File: config.mk
export PLATFORM = sky130hd
export DESIGN_NAME = fsa_ctrl
export DESIGN_NICKNAME = d
export VERILOG_FILES = /design/src/rtl/fsa_pkg.sv /design/src/rtl/fsa_ctrl.sv
export SDC_FILE = /design/constraint.sdc
export NUM_CORES = 1
export LEC_CHECK = 0
export BUFFER_PORTS_ARGS = -buffer_cell sky130_fd_sc_hd__buf_2
export CORE_MARGIN = 2
export CORE_UTILIZATION = 50
export DETAILED_ROUTE_END_ITERATION = 8
export PLACE_DENSITY_LB_ADDON = 0.2
export SLEW_MARGIN = 20
export SYNTH_ARGS = -nofsm -noshare
export SYNTH_HDL_FRONTEND = slang
export SYNTH_SLANG_ARGS = --single-unit
File: constraint.sdc
create_clock -name clock -period 5 [get_ports clock]
set_input_delay 1 -clock clock [delete_from_list [all_inputs] [get_ports clock]]
set_output_delay 1 -clock clock [all_outputs]
set_load 0.01 [all_outputs]
File: src/rtl/fsa_pkg.sv
`timescale 1ns / 1ps
// ----------------------------------------------------------------------------
// fsa_pkg
// Shared types and constants of the FAT12 sector allocator.
// ----------------------------------------------------------------------------
package fsa_pkg;

   localparam int ENTRY_W = 12;   // table entry width
   localparam int IDX_W   = 12;   // entry index width on the request
   localparam int SEC_W   = 13;   // 1-based sector number
   localparam int FREE_W  = 22;   // free space in bytes
   localparam int TS_W    = 4;    // table_sectors register width

   localparam logic [ENTRY_W-1:0] END_MARK = 12'hfff;

   typedef enum logic [1:0] {
      KIND_READ  = 2'd0,
      KIND_WRITE = 2'd1,
      KIND_ALLOC = 2'd2,
      KIND_QUERY = 2'd3
   } kind_type;

   typedef struct packed {
      kind_type             kind;
      logic [IDX_W-1:0]     entry_addr;
      logic [ENTRY_W-1:0]   entry_value;
      logic                 link_previous;
   } req_type;

   typedef struct packed {
      logic [ENTRY_W-1:0]   read_value;
      logic [SEC_W-1:0]     allocated_sector;
      logic                 table_full;
      logic [FREE_W-1:0]    free_bytes;
   } rsp_type;

   // single port table access
   typedef struct packed {
      logic                 we;
      logic                 re;
      logic [IDX_W-1:0]     addr;
      logic [ENTRY_W-1:0]   wdata;
   } ram_req_type;

endpackage

File: src/rtl/fsa_ctrl.sv
`timescale 1ns / 1ps
// ----------------------------------------------------------------------------
// fsa_ctrl
// Sequencer: clearing pass, entry access, allocate scan, free-space count.
// ----------------------------------------------------------------------------
module fsa_ctrl #(
   parameter int MAX_ENTRIES  = 4096,
   parameter int SECTOR_BYTES = 512
) (
   input  logic                                  clock,
   input  logic                                  reset,
   input  logic                                  req_valid,
   output logic                                  req_stall,
   input  fsa_pkg::req_type                      req_data,
   output logic                                  rsp_valid,
   input  logic                                  rsp_stall,
   output fsa_pkg::rsp_type                      rsp_data,
   input  logic [$clog2(MAX_ENTRIES+1)-1:0]      in_use,
   output fsa_pkg::ram_req_type                  ram_req,
   input  logic [fsa_pkg::ENTRY_W-1:0]           ram_rdata
);
   import fsa_pkg::*;

   localparam int ADDR_W = $clog2(MAX_ENTRIES);
   localparam int CNT_W  = $clog2(MAX_ENTRIES + 1);

   typedef enum logic [6:0] {
      S_CLEAR = 7'b0000001,
      S_IDLE  = 7'b0000010,
      S_READ  = 7'b0000100,
      S_SCAN  = 7'b0001000,
      S_MARK  = 7'b0010000,
      S_LINK  = 7'b0100000,
      S_DONE  = 7'b1000000
   } state_type;

   state_type         state_ff, state_in;
   logic [ADDR_W-1:0] clr_ff, clr_in;
   logic [CNT_W-1:0]  scan_ff, scan_in;
   logic              pend_ff, pend_in;
   logic [ADDR_W-1:0] raddr_ff, raddr_in;
   logic [CNT_W-1:0]  zero_ff, zero_in;
   logic [ADDR_W-1:0] found_ff, found_in;
   kind_type          kind_ff, kind_in;
   logic              link_ff, link_in;
   logic              idx_ok_ff, idx_ok_in;
   rsp_type           res_ff, res_in;
   logic [SEC_W-1:0]  last_ff, last_in;
   logic              rsp_valid_ff, rsp_valid_in;
   rsp_type           rsp_ff, rsp_in;

   logic              accept;
   logic              idx_ok;
   logic              issue;
   logic              hit;
   logic              scan_end;
   logic [SEC_W-1:0]  sector;
   logic [SEC_W-1:0]  last_m1;
   logic              link_ok;

   assign req_stall = (state_ff != S_IDLE);
   assign accept    = req_valid && !req_stall;
   assign idx_ok    = {1'b0, req_data.entry_addr} < (IDX_W + 1)'(MAX_ENTRIES);
   assign issue     = scan_ff < in_use;
   assign hit       = pend_ff && (ram_rdata == '0);
   assign scan_end  = !issue && !pend_ff;
   assign sector    = SEC_W'(found_ff) + SEC_W'(1);
   assign last_m1   = last_ff - SEC_W'(1);
   assign link_ok   = link_ff && (last_ff != '0) && (last_m1 < SEC_W'(MAX_ENTRIES));

   assign rsp_valid = rsp_valid_ff;
   assign rsp_data  = rsp_ff;

   always_comb begin
      state_in     = state_ff;
      clr_in       = clr_ff;
      scan_in      = scan_ff;
      pend_in      = pend_ff;
      raddr_in     = raddr_ff;
      zero_in      = zero_ff;
      found_in     = found_ff;
      kind_in      = kind_ff;
      link_in      = link_ff;
      idx_ok_in    = idx_ok_ff;
      res_in       = res_ff;
      last_in      = last_ff;
      rsp_in       = rsp_ff;
      rsp_valid_in = rsp_valid_ff && rsp_stall;
      ram_req      = '0;

      case (state_ff)
         S_CLEAR: begin
            ram_req.we    = 1'b1;
            ram_req.addr  = IDX_W'(clr_ff);
            ram_req.wdata = '0;
            clr_in        = clr_ff + ADDR_W'(1);
            if (clr_ff == ADDR_W'(MAX_ENTRIES - 1)) begin
               state_in = S_IDLE;
            end
         end
         S_IDLE: begin
            if (accept) begin
               kind_in   = req_data.kind;
               link_in   = req_data.link_previous;
               idx_ok_in = idx_ok;
               res_in    = '0;
               scan_in   = '0;
               pend_in   = 1'b0;
               zero_in   = '0;
               case (req_data.kind)
                  KIND_READ: begin
                     ram_req.re   = 1'b1;
                     ram_req.addr = req_data.entry_addr;
                     state_in     = S_READ;
                  end
                  KIND_WRITE: begin
                     ram_req.we    = idx_ok;
                     ram_req.addr  = req_data.entry_addr;
                     ram_req.wdata = req_data.entry_value;
                     state_in      = S_DONE;
                  end
                  KIND_ALLOC, KIND_QUERY: begin
                     state_in = S_SCAN;
                  end
                  default: begin
                     state_in = S_DONE;
                  end
               endcase
            end
         end
         S_READ: begin
            res_in.read_value = idx_ok_ff ? ram_rdata : '0;
            state_in          = S_DONE;
         end
         S_SCAN: begin
            // one read issued per cycle, its data checked in the cycle after
            pend_in = issue;
            if (issue) begin
               ram_req.re   = 1'b1;
               ram_req.addr = IDX_W'(scan_ff[ADDR_W-1:0]);
               raddr_in     = scan_ff[ADDR_W-1:0];
               scan_in      = scan_ff + CNT_W'(1);
            end
            if (kind_ff == KIND_ALLOC) begin
               if (hit) begin
                  found_in = raddr_ff;
                  pend_in  = 1'b0;
                  state_in = S_MARK;
               end else if (scan_end) begin
                  res_in.table_full = 1'b1;
                  state_in          = S_DONE;
               end
            end else begin
               if (hit) begin
                  zero_in = zero_ff + CNT_W'(1);
               end
               if (scan_end) begin
                  res_in.free_bytes = FREE_W'(32'(zero_ff) * 32'(SECTOR_BYTES));
                  state_in          = S_DONE;
               end
            end
         end
         S_MARK: begin
            ram_req.we              = 1'b1;
            ram_req.addr            = IDX_W'(found_ff);
            ram_req.wdata           = END_MARK;
            res_in.allocated_sector = sector;
            if (link_ok) begin
               state_in = S_LINK;
            end else begin
               last_in  = sector;
               state_in = S_DONE;
            end
         end
         S_LINK: begin
            // after the end mark, so a link onto the new entry wins
            ram_req.we    = 1'b1;
            ram_req.addr  = IDX_W'(last_m1[ADDR_W-1:0]);
            ram_req.wdata = sector[ENTRY_W-1:0];
            last_in       = sector;
            state_in      = S_DONE;
         end
         S_DONE: begin
            if (!rsp_valid_ff || !rsp_stall) begin
               rsp_in       = res_ff;
               rsp_valid_in = 1'b1;
               state_in     = S_IDLE;
            end
         end
         default: begin
            state_in = S_IDLE;
         end
      endcase
   end

   always_ff @(posedge clock) begin
      if (reset) begin
         state_ff     <= S_CLEAR;
         clr_ff       <= '0;
         pend_ff      <= 1'b0;
         last_ff      <= '0;
         rsp_valid_ff <= 1'b0;
      end else begin
         state_ff     <= state_in;
         clr_ff       <= clr_in;
         pend_ff      <= pend_in;
         last_ff      <= last_in;
         rsp_valid_ff <= rsp_valid_in;
      end
   end

   always_ff @(posedge clock) begin
      scan_ff   <= scan_in;
      raddr_ff  <= raddr_in;
      zero_ff   <= zero_in;
      found_ff  <= found_in;
      kind_ff   <= kind_in;
      link_ff   <= link_in;
      idx_ok_ff <= idx_ok_in;
      res_ff    <= res_in;
      rsp_ff    <= rsp_in;
   end

   // the entry being marked was read back as free
   assert property (@(posedge clock) disable iff (reset)
      (state_ff == S_MARK) |-> ($past(ram_rdata) == '0))
      else $error("allocate marks an entry that was not free");

   // free count can never pass the number of entries read
   assert property (@(posedge clock) disable iff (reset)
      (state_ff == S_SCAN) |-> (zero_ff <= scan_ff))
      else $error("free count ahead of scan");

   // mark is followed by link or completion only
   assert property (@(posedge clock) disable iff (reset)
      (state_ff == S_MARK) |=> (state_ff == S_LINK || state_ff == S_DONE))
      else $error("bad sequence after mark");

   // a finished item reaches the output register
   assert property (@(posedge clock) disable iff (reset)
      (state_ff == S_DONE && (!rsp_valid_ff || !rsp_stall)) |=> rsp_valid_ff)
      else $error("result not loaded");

endmodule

After elaboration in Yosys (flattened, before gate mapping). Index checks and enable logic that the tools add are counted.

Bits in registers: 183. Word-level logic and storage cells: 127. Input port bits: 56. Output and inout bits: 76.

Multiplexer cells: 42. Reduce and logical (&&, ||, !) cells: 36. Eq/ne operators: 23. Order comparisons: 2. $add $sub $neg: 5.

Operators with widths (count): one-hot mux 13 bit (2 select lines) (4); 2-to-1 mux 13 bit (6); one-hot mux 12 bit (5 select lines) (1); 2-to-1 mux 7 bit (7); 2-to-1 mux 48 bit (1); one-hot mux 23 bit (2 select lines) (1); 2-to-1 mux 22 bit (2); one-hot mux 7 bit (6 select lines) (1); one-hot mux 12 bit (3 select lines) (1); adder 13 x 1 -> 13 bit (second input constant) (2); 2-to-1 mux 26 bit (1); 2-to-1 mux 12 bit (2); one-hot mux 12 bit (2 select lines) (1); one-hot mux 7 bit (3 select lines) (1); inequality test 2 bit (second input constant) (10); AND reduction 2 bit (7); adder 12 x 1 -> 13 bit (second input constant) (1); < comparator 13 bit (1); < comparator 13 bit (second input constant) (1); nonzero test 13 bit (1); subtractor 13 x 1 -> 13 bit (second input constant) (1); adder 12 x 1 -> 12 bit (second input constant) (1); == test 12 bit (second input constant) (1); logical NOT 12 bit (1); 22 further kinds (52).

Longest topological paths before layout.
Word-level depth: 7. Mapped depth: 10. Gate-level depth less buffers: 8.

Worst setup path after synthesis. OpenSTA, ideal clock, no wires.

Kind: input -> output. From: input in_use[11]. To: output ram_req[17] in the netlist's numbering. Stages on the path: 9. Setup slack: 1.280 ns. Required time: 4.000 ns. Buffers on the path: 1. Arrival: 2.720 ns. Cells stage by stage: inv_1 -> ha_1 -> a21oi_1 -> nand2_1 -> a211o_1 -> a211oi_2 -> buf_2 -> nand2_1 -> o211ai_1.

RTL lines: from (decl) (RTL line fsa_ctrl.sv:18) `input logic [$clog2(MAX_ENTRIES+1)-1:0] in_use,`; to (decl) (RTL line fsa_ctrl.sv:19) `output fsa_pkg::ram_req_type ram_req,`.

==> summary.txt <==
STA
  – Fmax: about 0.25 GHz
  – Fin crit share: 81.1%
  – # setup viols final: 0
  – Tmin final: a little over 4000 ps
  – Final slew viol count: 0
  – Worst Skew: 6.37 ps
  – Rel. slew slack: 43.7%
  – RSZ-0062 raised after global routing: false
  – Worst slew pin tran: around 840 ps
  – Final hold violations: 0
  – WHS: a little over 400 ps
  – Setup TNS: 0 ps

Critical path
  – Reg2reg end: scan_ff[7]$_SDFFCE_PN0P_
  – Critical path origin: in_use[11]
  – Crit path to: ram_req[18]
  – Crit-path max FO: 15
  – Critical Path Sink Type: primary output
  – Required @ worst endpoint: 4000 ps
  – Setup CP Type: primary input to primary output
  – RR Startpoint: state_ff[2]$_SDFFE_PP0P_
  – Arrival time worst endpoint: 3060 ps
  – R2r worst-path depth: 7
  – Reg2Reg Setup Slack: roughly 2000 ps
  – Setup crit start kind: primary input

Route
  – Final Routed Wirelength: 16200 um
  – Detailed-route vias per instance: 5.59
  – Iteration count of the initial detailed-routing pass: 7
  – Vias: 5298
  – Antenna-violating nets left: 0
  – DRT iter0 DRCs: 325
  – Drt wl/cell: 17.1 um
  – Detailed-route DRC error count: 0

Yosys
  – Asr flop ratio synth: 0%
  – Post-synth top cells: edfxtp_1, nor2_1, nand2_1
  – Yosys warning count: 0
  – Ys flop type: edfxtp_1
  – Register area share after synthesis: 61.2%
  – Top-count cell post-synth: edfxtp_1
  – #FFs+latches synth: 165
  – Number of synthesized flops with an enable pin: about 130
  – Post-synth cell types: between 50 and 60
  – Mean Syn Cell Area: 12.1 um^2
  – Top-area cell type share of the netlist area: 52.1%
  – Synth Cell Area: 7540 um^2
  – Synth area leader: edfxtp_1
  – Syn Inst Count: 626
  – Main area contributors after synthesis: edfxtp_1, dfxtp_1, nor2_1

Global route
  – Global-route wire length before repair: 25200 um
  – Overall Global Routing Usage: a little over 20%
  – Pin count of the biggest net entering global routing: 33
  – Grt ovf: 0
  – Initial antenna violation count: 0
  – Number of global-route vias before repair: 4910

Place
  – PortBufs: roughly 120
  – DP HPWL: 11800 um
  – Gpl congestion: 0.835

Pwr
  – P_int: 2.22 mW
  – Clock power frac: a little over two fifths
  – VDD IR-drop max: between 0.2 and 0.3 mV
  – Combinational power share: 4.6%
  – LEAKAGE: 3.33 nW
  – Sequential Power Share: between 50% and 60%
  – Sw Share: 22.2%
  – Sw power: 0.632 mW
  – PD cells: roughly 320 nW/um^2

Finish
  – Multi-input gate area: 2700 um^2
  – FF/Latch Area: 4610 um^2
  – Area Growth Syn to Fin: 17.5%
  – Final design utilization: 60.6%
  – Fillers: around 1200
  – Layout cell share with drive strength beyond 1: 24.4%
  – Diode count: 0
  – Nets: between 800 and 900

Clock tree
  – Max clock buf depth: 2
  – CTS resizes: 0
  – CTS tree: done
  – Cts-stage hold buffer count: 0
  – Clk sink count: 165
  – CTS Buf Count: 17
  – H-tree Lvls: 4
  – Clk pin slew, worst setup/hold paths: about 60 ps
  – Worst-Skew Late Latency: about 430 ps
  – Clock root cell: clkbuf_16
  – Post-CTS Setup Repair Bufs: 0

Min path
  – Worst hold path depth: 0
  – HP Class: register to register

Floorplanning
  – Initial core utilization: 51.5%
  – I/O pins: 132
  – Die H: 127 um
  – Die W: 127 um
  – Core ar.: about 15000 um^2
  – Row Count: 44
  – Die area: 16100 um^2

Outcome
  – Status: complete, no violations

Flow run
  – Max-Cap Viols: 0
==> critical path, stage by stage <==
cell,delay [ps]
buf_2,80
inv_1,30
ha_1,310
a21oi_1,160
nand2_1,70
a211o_1,330
a211oi_2,380
buf_4,300
nand2_1,110
o211ai_1,120
buf_2,160
==> how the worst min path moves through the flow <==
| stage | startpoint | end | slack [ps] |
|---|---|---|---|
| floorplan | raddr_ff[0]$_DFFE_PP_ | found_ff[0]$_DFFE_PP_ | 400 |
| global placement | res_ff[28]$_SDFFCE_PN0P_ | rsp_data[28]$_DFFE_PP_ | 400 |
| detailed placement | raddr_ff[1]$_DFFE_PP_ | found_ff[1]$_DFFE_PP_ | 400 |
| CTS | res_ff[41]$_SDFFCE_PN0P_ | rsp_data[41]$_DFFE_PP_ | 410 |
| global route | raddr_ff[4]$_DFFE_PP_ | found_ff[4]$_DFFE_PP_ | 420 |
| finish | res_ff[41]$_SDFFCE_PN0P_ | rsp_data[41]$_DFFE_PP_ | 410 |
==> stage by stage <==
stage	setup slack (ps)	total power, mW	cells	instance area, um^2
6_report	944	2.85	947	8870
4_1_cts	955	2.87	947	8870
5_1_grt	735	2.93	947	8870
2_1_floorplan	1280	1.60	634	7570
3_5_place_dp	958	1.65	915	8310
3_3_place_gp	1000	1.64	915	8310
==> flip-flops by register name (all words and copies together) (netlist names) <==
signal and flops:
state_ff 7, raddr_ff 12, rsp_valid 1, res_ff 39, pend_ff 1, rsp_data 39
last_ff 13, clr_ff 12, found_ff 12, scan_ff 13, kind_ff 2, link_ff 1
zero_ff 13
==> layout by cell type, fill, tap and decap left out, types with 9 or more instances in the layout <==
master     instances
conb_1             9
ha_1              18
buf_4             10
a222oi_1           9
nor4_1             9
edfxtp_1         131
nand2_1           38
xnor2_1           23
xor2_1            29
nand3_1           27
a21oi_1           18
inv_1             22
o211ai_1          12
dfxtp_1           34
o21ai_0           12
clkbuf_16         17
buf_2            122
and3_1            17
and2_1            29
a211oi_2          11
nor2_1            76
==> routing by layer <==
metal / global-route usage [%] / vias up / part of all wire [%] / wire length [um]
met5: 0 / - / 0 / 0
met4: 7.95 / 0 / 1.9 / 299
met3: 3.88 / 30 / 6.2 / 1000
met2: 32.8 / 190 / 47 / 7670
met1: 27.6 / 2555 / 44 / 7190
li1: - / 2523 / - / -
==> kinds of logic after synthesis <==
family	count (synthesis)	share of synthesized area [%]
xor gates and xnor gates	52	6.04
adders and majority gates	18	2.99
other	1	0.0497
buffers and inverters	57	3.62
AOI/OAI and AO/OA	89	9.34
and+or+nand+nor	242	16.5
DFF	165	61.2
muxes	2	0.265
==> area by class of cell <==
type / instances / share of cell area, %
clock inverters: 14 / 1.44
multi-input cells: 412 / 30.4
clock buffers: 18 / 4.84
repair buffers: 132 / 7.73
well taps: 184 / 2.60
inverters: 22 / 0.931
flip-flops and latches: 165 / 52.0
==> power by group through the flow <==
| stage | sequential [mW] | combinational, mW | clock, mW |
|---|---|---|---|
| global placement | 1.52 | 0.126 | 0 |
| finish | 1.49 | 0.130 | 1.23 |
| global route | 1.49 | 0.144 | 1.30 |
| floorplan | 1.52 | 0.0830 | 0 |
| detailed placement | 1.52 | 0.129 | 0 |
| CTS | 1.49 | 0.129 | 1.25 |
Power figures use the tool's default switching activity.
